`src/sv/ggc_ram.sv`:
```
// Generic single-write, single-read synchronous RAM with registered read data.
module ggc_ram #(
    parameter int WIDTH = 8,
    parameter int DEPTH = 64
) (
    input  logic                     i_clk,
    input  logic                     i_we,
    input  logic [$clog2(DEPTH)-1:0] i_waddr,
    input  logic [WIDTH-1:0]         i_wdata,
    input  logic [$clog2(DEPTH)-1:0] i_raddr,
    output logic [WIDTH-1:0]         o_rdata
);

    logic [WIDTH-1:0] r_mem [DEPTH];
    logic [WIDTH-1:0] r_rdata;

    // Write port and registered read port
    always_ff @(posedge i_clk) begin
        if (i_we) begin
            r_mem[i_waddr] <= i_wdata;
        end
        r_rdata <= r_mem[i_raddr];
    end

    assign o_rdata = r_rdata;

endmodule

```
`config.mk`:
```
export PLATFORM = sky130hd
export DESIGN_NAME = ggc_ram
export DESIGN_NICKNAME = d
export VERILOG_FILES = /design/src/sv/ggc_ram.sv
export SDC_FILE = /design/constraint.sdc
export NUM_CORES = 1
export LEC_CHECK = 0
export BUFFER_PORTS_ARGS = -buffer_cell sky130_fd_sc_hd__buf_2
export CAP_MARGIN = 5
export CELL_PAD_IN_SITES_DETAIL_PLACEMENT = 1
export CELL_PAD_IN_SITES_GLOBAL_PLACEMENT = 1
export CORE_UTILIZATION = 50
export DETAILED_ROUTE_END_ITERATION = 7
export GPL_ROUTABILITY_DRIVEN = 0
export PLACE_DENSITY = 0.87
export SLEW_MARGIN = 10
export SYNTH_ARGS = -nofsm -noshare
export SYNTH_HDL_FRONTEND = slang
export SYNTH_SLANG_ARGS = --single-unit
```
`constraint.sdc`:
```
create_clock -name i_clk -period 1.7 [get_ports i_clk]
set_clock_uncertainty 0.15 [all_clocks]
set_input_delay 0.085 -clock i_clk [delete_from_list [all_inputs] [get_ports i_clk]]
set_output_delay 0.085 -clock i_clk [all_outputs]
set_load 0.005 [all_outputs]
```
==> impl_metrics.yaml, run 1 <==
run_status:
  status: "finished with violations"
  violations: "setup timing"
timing:
  rsz0062_at_grt: "yes"
  finalCritPeriodShare: 1.306
  setup_ws_ns: -0.5195
  hold_ws_ns: 0.01856
  fmax_ghz: 0.4505
  drv_slew: 0
  setup-tns-final_ns: -2.811
  setup_viol: 8
  period_needed_ns: 2.220
  max_slew_margin: 0.1189
  worst_pin_slew_ns: 1.322
  hold_viol_final: 0
floorplan:
  ioPinCount: 30
  die_area_um2: 41140
  rows: 73
  die_h_um: 202.8
  start_util: 0.5076
  coreArea_um2: 39730
  die_width_um: 202.8
worst_setup_path:
  crit_type: "flop to flop"
  critical_path_depth: 5
  start_kind: "flop"
  r2r_cells: 5
  max_stage_delay_ns: 0.51
  cp_data_arrival_time_ns: 2.51
  critPathTopFamily: "multiplexers"
  path_max_fanout: 1
  cp-end-kind: "flop"
  crit_buf_inv: 0
  required_ns: 1.99
  slowest_stage: "mux4_2"
  crit_chain: "mux4_2 -> mux2_4 -> o221a_4 -> nor3_4 -> o32ai_2"
route:
  wl_um: 58890
  drc: 0
  wire_per_inst_um: 34.36
  vias: 11260
  met1_length_um: 21490
  wl_met2_um: 29480
  via_per_inst: 6.567
  dr.max_layer_used: "met5"
  drt_iter0_drc: 1282
  wl_met3_um: 5187
  firstDrtPassIters: 5
  final_antenna_net_count: 0
pwr:
  p_leak_nw: 7.929
  report.power.total_mw: 27.57
  ir_worst_vdd_uv: 957.5
  powerDensity_nw_per_um2: 1142
synth:
  async_flop_share: 0
  syn-num-nets: 962
  netlist_area_um2: 20170
  synth_top_area_frac: 0.7624
  syn_area_per_cell_um2: 21.45
  synth-seq-cells: 520
  synth_top_area_cell: "edfxtp_1"
  synth_ff_type: "edfxtp_1"
  synth_area_leaders: "edfxtp_1 76%, mux4_2 14%, nor2_1 1.5%"
  yosys_warnings: 0
  syn_inst: 940
  ys_seq_area_frac: 0.7703
  ys_types: 40
  synth_edf_count: 512
layout:
  nets: 1170
  multi_input_area_um2: 4529
  syn2layout_area_growth_pct: 19.72
  instances_no_fill: 1714
  drive_gt1_frac: 0.3779
  fillers: 3289
  fin_util: 0.6077
  seqCellArea_um2: 15530
  fin_area_um2: 24140
global_route:
  grt_pass1_wl_um: 83520
  antenna_found_initial: 2
  grt-ovfl-total: 0
  grt_max_degree: 65
  grt_pass1_vias: 11600
  grt_usage: 0.2909
clocking:
  clock_sinks: 520
  cts_buffer_depth: 3
  clockRootBuffer: "clkbuf_16"
  htree_levels: 2
  cts_tree: "built"
  path_clk_slew_ns: 0.07
  cts_buffers: 50
  insertion_delay_ns: 0.59
place:
  post_dp_cell_area_um2: 22160
  hpwlAfterDp_um: 35270
  post-place-ws_ns: -0.6144
  dpl.cell_count: 1614
  port-buffer-count: 29
job:
  maxCapViolCount: 0
min_path:
  whs_path_depth: 1
  hold_path_class: "input pin to flop"
-- cell usage after synthesis (8+ instances only) --
library cell	number
mux2_2	13
nor2_1	83
nand2_1	19
mux2i_1	23
nor2b_1	14
buf_4	13
o22ai_1	8
buf_2	11
nand3_1	13
o221ai_1	8
clkbuf_1	17
edfxtp_1	512
dfxtp_1	8
mux4_2	126
-- kinds of logic after synthesis --
group,synth area share
simple gates,0.03387
mux,0.1594
flops,0.7703
compound gates,0.02072
buf+inv,0.01570
-- cell type report --
| type | instances | share of cell area |
|---|---|---|
| multi-input combinational | 369 | 0.1876 |
| timing repair buffer | 207 | 0.07069 |
| clock buffer | 68 | 0.06017 |
| antenna | 1 | 0.0001036 |
| tap | 525 | 0.02721 |
| clock inverter | 24 | 0.01078 |
| sequential | 520 | 0.6434 |
-- state kept, by name, summed over array words and instances, names as in the netlist --
register and flops:
r_mem 512, o_rdata 8
-- final timing paths --
check          startpoint      endpoint  slack (ns)
max          r_mem[21][4]    o_rdata[4]       -0.52
min            i_wdata[1]  r_mem[15][1]        0.02
max reg2reg  r_mem[21][4]    o_rdata[4]       -0.52
min reg2reg   r_mem[7][7]    o_rdata[7]        0.77
-- power by group --
| group | leakage, nW | internal [mW] | switching, mW |
|---|---|---|---|
| Combinational | 2.43 | 0.700 | 1.02 |
| Clock | 0.828 | 6.75 | 4.85 |
| Sequential | 4.67 | 14.2 | 0.0566 |
-- layout by cell type (no fill, tap or decap), types with 4 or more instances in the layout --
| cell type | count |
|---|---|
| mux4_2 | 126 |
| clkinv_2 | 9 |
| mux2_2 | 9 |
| clkinvlp_4 | 6 |
| dfxtp_1 | 8 |
| mux2_4 | 4 |
| nor2_1 | 80 |
| nand2_1 | 18 |
| clkbuf_1 | 8 |
| o22ai_1 | 7 |
| buf_2 | 24 |
| o221ai_1 | 8 |
| bufinv_16 | 5 |
| dlygate4sd3_1 | 6 |
| edfxtp_1 | 512 |
| buf_12 | 15 |
| clkbuf_8 | 8 |
| a211oi_1 | 4 |
| nand3_1 | 12 |
| buf_4 | 160 |
| nor2b_1 | 14 |
| clkbuf_16 | 53 |
| nand2b_1 | 7 |
| mux2i_1 | 23 |
-- routing by layer --
metal | vias up | track usage
met1 | 5901 | 0.3754
met2 | 796 | 0.4812
met4 | 2 | 0.1278
met5 | - | 0.004762
li1 | 4339 | -
met3 | 218 | 0.05891
-- repair_timing --
item                                   CTS  global route
resized for setup                       28             5
cloned                                   0             0
hold buffers                             2             4
setup buffers                            0             0
endpoints found under the hold margin   32           110
setup endpoints to repair                8             8
pin swaps                                8             3
(Power assumes the default switching activity.)
==> run 2: changes to the inputs <==
--- a/config.mk
+++ b/config.mk
@@ -9,6 +9,7 @@
 export CAP_MARGIN = 5
 export CELL_PAD_IN_SITES_DETAIL_PLACEMENT = 1
 export CELL_PAD_IN_SITES_GLOBAL_PLACEMENT = 1
+export CORE_ASPECT_RATIO = 0.9
 export CORE_UTILIZATION = 50
 export DETAILED_ROUTE_END_ITERATION = 7
 export GPL_ROUTABILITY_DRIVEN = 0
==> run 2 against run 1 <==
  * The flow finishes with violations (hold timing, setup timing)
  * Critical path depth unchanged
  * Clock power about the same
  * Setup slack gained 0.16 ns
  * Fmax increased by 8.0%
  * Global-route usage fell by 0.34 points
  * Via count fell by 2.7%
  * Final cell count grew 0.23%
  * Combinational power fell by 6%
  * Critical endpoint is now o_rdata[1]
  * Largest power group unchanged
  * Highest routed layer unchanged
==> impl_metrics.yaml, run 2 (same netlist as run 1, synthesis figures left out) <==
run_status:
  status: "finished with violations"
  violations: "hold timing, setup timing"
worst_setup_path:
  crit_path_frequent_cell: "mux4_2"
  cp_data_arrival_time_ns: 2.40
  slowest_stage: "mux4_2"
  start_kind: "flop"
  required_ns: 2.04
  cp-end-kind: "flop"
  max_stage_delay_ns: 0.53
  crit_chain: "mux4_2 -> mux4_2 -> nor2_4 -> nor3_2 -> o2bb2ai_2"
  crit_type: "flop to flop"
  path_max_fanout: 1
route:
  wire_per_inst_um: 32.86
  drt_iter0_drc: 1349
  drc: 0
  firstDrtPassIters: 5
  vias: 10950
  final_antenna_net_count: 0
  via_per_inst: 6.376
  wl_um: 56450
floorplan:
  die_width_um: 213.7
  rows: 69
  start_util: 0.5089
  ioPinCount: 30
  die_area_um2: 41140
  coreArea_um2: 39630
  die_h_um: 192.5
layout:
  final_common_cell: "edfxtp_1"
  top_register: "r_mem"
  final_cell_mix: "512 x edfxtp_1, 166 x buf_4, 126 x mux4_2, 80 x nor2_1, 53 x clkbuf_16"
  nets: 1167
  fin_util: 0.6064
  drive_gt1_frac: 0.3646
  syn2layout_area_growth_pct: 19.15
  fin_area_um2: 24030
  largest_reg_flops: 512
global_route:
  grt-busiest-layer: "met2"
  grt_pass1_wl_um: 81680
  grt-ovfl-total: 0
  met1_usage: 0.3715
  grt_util_met2: 0.4878
  use_met3: 0.04589
  grt_usage: 0.2875
  grt_pass1_vias: 11580
  antenna_found_initial: 2
  grt_max_degree: 65
clocking:
  cts_buffer_depth: 3
  path_clk_slew_ns: 0.07
  cts_tree: "built"
  insertion_delay_ns: 0.60
  post_cts_buffers: 0
  cts_buffers: 51
  clockRootBuffer: "clkbuf_16"
  htree_levels: 2
  clock_sinks: 520
timing:
  finalCritPeriodShare: 1.209
  setup_ws_ns: -0.3560
  max_slew_margin: 0.4682
  setup_viol: 8
  rsz0062_at_grt: "yes"
  setup-tns-final_ns: -2.383
  drv_slew: 0
  period_needed_ns: 2.056
  worst_pin_slew_ns: 0.7976
  hold_ws_ns: -0.1279
  fmax_ghz: 0.4864
  hold_viol_final: 7
place:
  post_dp_cell_area_um2: 22100
  hpwlAfterDp_um: 34800
  post-place-ws_ns: -0.5729
  port-buffer-count: 29
job:
  maxCapViolCount: 0
pwr:
  powerDensity_nw_per_um2: 1156
  ir_worst_vdd_uv: 990.3
  p_leak_nw: 7.879
min_path:
  hold_path_class: "input pin to flop"
==> run 2: cell types whose count changed in the layout (fill, tap and decap cells not counted), sizes merged <==
| cell | delta |
|---|---|
| inv | +1 |
| clkinv | +4 |
| clkbuf | -6 |
| bufinv | +4 |
| clkinvlp | -2 |
| buf | -4 |
==> run 2: final timing paths <==
| kind | start | end | slack (ns) | cells past startpoint |
|---|---|---|---|---|
| setup reg to reg | r_mem[5][1] | o_rdata[1] | -0.36 | 5 |
| hold reg to reg | r_mem[23][2] | o_rdata[2] | 0.78 | 4 |
| hold / removal | i_raddr[5] | o_rdata[1] | -0.13 | 3 |
| setup / recovery | r_mem[5][1] | o_rdata[1] | -0.36 | 5 |
==> run 2: critical path, delay by kind of cell (launching register included) <==
family | cells | cell delay (ns)
compound gates | 1 | 0.15
simple gates | 2 | 0.18
flops | 1 | 0.43
mux | 2 | 1.03
==> run 2: layer usage <==
metal	vias to the layer above	routed length (µm)
met2	621	28780
met1	5842	21580
met3	155	3936
met5	-	26
met4	4	2132
li1	4332	-
==> run 2: stage by stage <==
step,power [mW],instances
CTS,27.85,1712
floorplan,15.27,940
finish,27.77,1718
detailed placement,16.04,1618
global placement,15.94,1618
global route,28.33,1717
==> run 2: power by group <==
group	internal [mW]	total (mW)	switching (mW)
Clock	7.05	11.9	4.85
Combinational	0.659	1.61	0.956
Sequential	14.2	14.3	0.0640
Total	21.9	27.8	5.87
==> run 2: cell type report <==
| class | instances | area (µm²) |
|---|---|---|
| multi-input combinational | 369 | 4479 |
| fill | 3296 | 15600 |
| antenna | 1 | 2.502 |
| timing repair buffer | 203 | 1605 |
| clock buffer | 62 | 1360 |
| sequential | 520 | 15530 |
| clock inverter | 31 | 380.4 |
| tap | 532 | 665.6 |
==> run 2: repair_timing <==
action / 4_1_cts / 5_1_grt
pin swaps: 3 / 3
setup endpoints to repair: 8 / 8
hold buffers: 1 / 5
hold endpoints to repair: 8 / 275
resized for setup: 18 / 7
==> run 3: changes to the inputs <==
--- a/config.mk
+++ b/config.mk
@@ -13,6 +13,7 @@
 export CORE_UTILIZATION = 50
 export DETAILED_ROUTE_END_ITERATION = 7
 export GPL_ROUTABILITY_DRIVEN = 0
+export GPL_TIMING_DRIVEN = 0
 export PLACE_DENSITY = 0.87
 export SLEW_MARGIN = 10
 export SYNTH_ARGS = -nofsm -noshare
==> run 3 against run 2 <==
  * Critical path depth shrank 1
  * Sequential share of layout area grew 2.1 points
  * Via count shrank 3.0%
  * Final cell count shrank 6.8%
  * Routed wire length shrank 1.8%
  * Hold slack gained 0.20 ns
  * Fmax shrank 6.8%
  * Non-clock buffer count shrank 119
  * Register-to-register slack lost 0.15 ns
  * First-iteration DRC count grew 18%
  * Critical path type unchanged
  * Total power shrank 3.0%
  * Largest power group unchanged
  * The flow finishes with violations (setup timing)
  * Setup slack lost 0.15 ns
==> impl_metrics.yaml, run 3 (same netlist as run 1, synthesis figures left out) <==
run_status:
  status: "finished with violations"
  violations: "setup timing"
route:
  met1_length_um: 20680
  firstDrtPassIters: 5
  wire_per_inst_um: 34.61
  final_antenna_net_count: 0
  drt_iter0_drc: 1590
  wl_um: 55410
  wl_met3_um: 5342
  vias: 10620
  wl_met2_um: 27010
  via_per_inst: 6.635
  dr.max_layer_used: "met5"
  drc: 0
clocking:
  cts_buffer_depth: 3
  clock_sinks: 520
  clockRootBuffer: "clkbuf_16"
  path_clk_slew_ns: 0.07
  insertion_delay_ns: 0.62
  cts_buffers: 51
  cts_tree: "built"
  htree_levels: 2
min_path:
  hold_start: "i_waddr[2]"
  hold_path_class: "input pin to flop"
layout:
  final_common_cell: "edfxtp_1"
  nets: 1048
  final_cell_mix: "512 x edfxtp_1, 126 x mux4_2, 51 x clkbuf_16, 33 x nor2_4"
  syn2layout_area_growth_pct: 15.42
  largest_reg_flops: 512
  drive_gt1_frac: 0.3527
  fin_util: 0.5874
  diodes: 0
  top_register: "r_mem"
timing:
  period_needed_ns: 2.207
  fmax_ghz: 0.4532
  worst_pin_slew_ns: 1.285
  rsz0062_at_grt: "yes"
  max_slew_margin: 0.1431
  finalCritPeriodShare: 1.298
  hold_viol_final: 0
  drv_slew: 0
  setup_viol: 178
  hold_ws_ns: 0.07348
  setup_ws_ns: -0.5066
global_route:
  grt_pass1_wl_um: 78290
  antenna_found_initial: 1
  grt_pass1_vias: 11050
  grt-ovfl-total: 0
  grt_max_degree: 65
  grt_usage: 0.2784
worst_setup_path:
  start_kind: "flop"
  endpoint: "o_rdata[3]"
  regToRegStartpoint: "r_mem[1][3]"
  crit_type: "flop to flop"
  required_ns: 1.99
  cp_data_arrival_time_ns: 2.50
  r2r_end: "o_rdata[3]"
  regToRegSetupSlack_ns: -0.51
  worst_setup_path_startpoint: "r_mem[1][3]"
  r2r_cells: 4
  path_max_fanout: 1
  cp-end-kind: "flop"
pwr:
  powerDensity_nw_per_um2: 1157
  p_leak_nw: 7.162
  ir_worst_vdd_uv: 824.1
floorplan:
  ioPinCount: 30
  start_util: 0.5089
  die_area_um2: 41140
  rows: 69
  die_h_um: 192.5
  coreArea_um2: 39630
  die_width_um: 213.7
place:
  post-place-ws_ns: -1.200
  port-buffer-count: 21
  hpwlAfterDp_um: 33650
job:
  maxCapViolCount: 0
[run 3: how the worst min path moves through the flow]
stage | slack [ns] | cells after the start | end
5_1_grt | 0.08 | 3 | r_mem[48][1]
2_1_floorplan | 0.03 | 0 | r_mem[0][0]
3_3_place_gp | 0.31 | 1 | o_rdata[1]
6_report | 0.07 | 3 | r_mem[53][5]
4_1_cts | 0.02 | 3 | r_mem[48][2]
3_5_place_dp | 0.32 | 1 | o_rdata[0]
[run 3: through the flow]
step	setup TNS (ns)	cell area (µm²)	std cells	power [mW]
after floorplan	-0.5982	20280	940	15.27
after global placement	-302.24	21050	1493	15.85
after detailed placement	-362.90	21050	1493	15.94
after CTS	-5.180	23080	1593	26.85
after global routing	-12.39	23280	1601	27.44
final	-13.07	23280	1601	26.93
[run 3: what timing repair did]
item,4_1_cts,5_1_grt
pin swaps,2,5
resized for setup,110,27
endpoints found under the setup margin,401,272
hold buffers,1,2
buffers inserted,3,7
endpoints found under the hold margin,3,103
[run 3: cell type report]
class,count,area (µm²)
fillers,3286,16350
plain buffers,50,392.9
multi-input cells,369,4855
flip-flops and latches,520,15530
clock buffers,58,1303
repair buffers,34,227.7
clock inverters,38,299.0
well taps,532,665.6
[run 3: report_power, final]
group	internal (mW)	leakage, nW	switching (mW)	total, mW
registers	14.2	4.67	0.0326	14.2
logic	0.569	1.70	1.05	1.62
clock network	6.14	0.788	4.94	11.1
total	20.9	7.16	6.03	26.9
[run 3: worst max-delay path, stage by stage (launching register included)]
cell and delay [ns]:
edfxtp_1 0.42, mux4_2 0.50, nor2b_1 0.18, a2111oi_2 0.59, o41ai_1 0.21
[run 3: per-layer routing]
| metal | vias to the layer above | track usage |
|---|---|---|
| li1 | 4108 | - |
| met3 | 162 | 0.06786 |
| met4 | 2 | 0.1239 |
| met1 | 5639 | 0.3594 |
| met2 | 711 | 0.4514 |
| met5 | - | 0 |
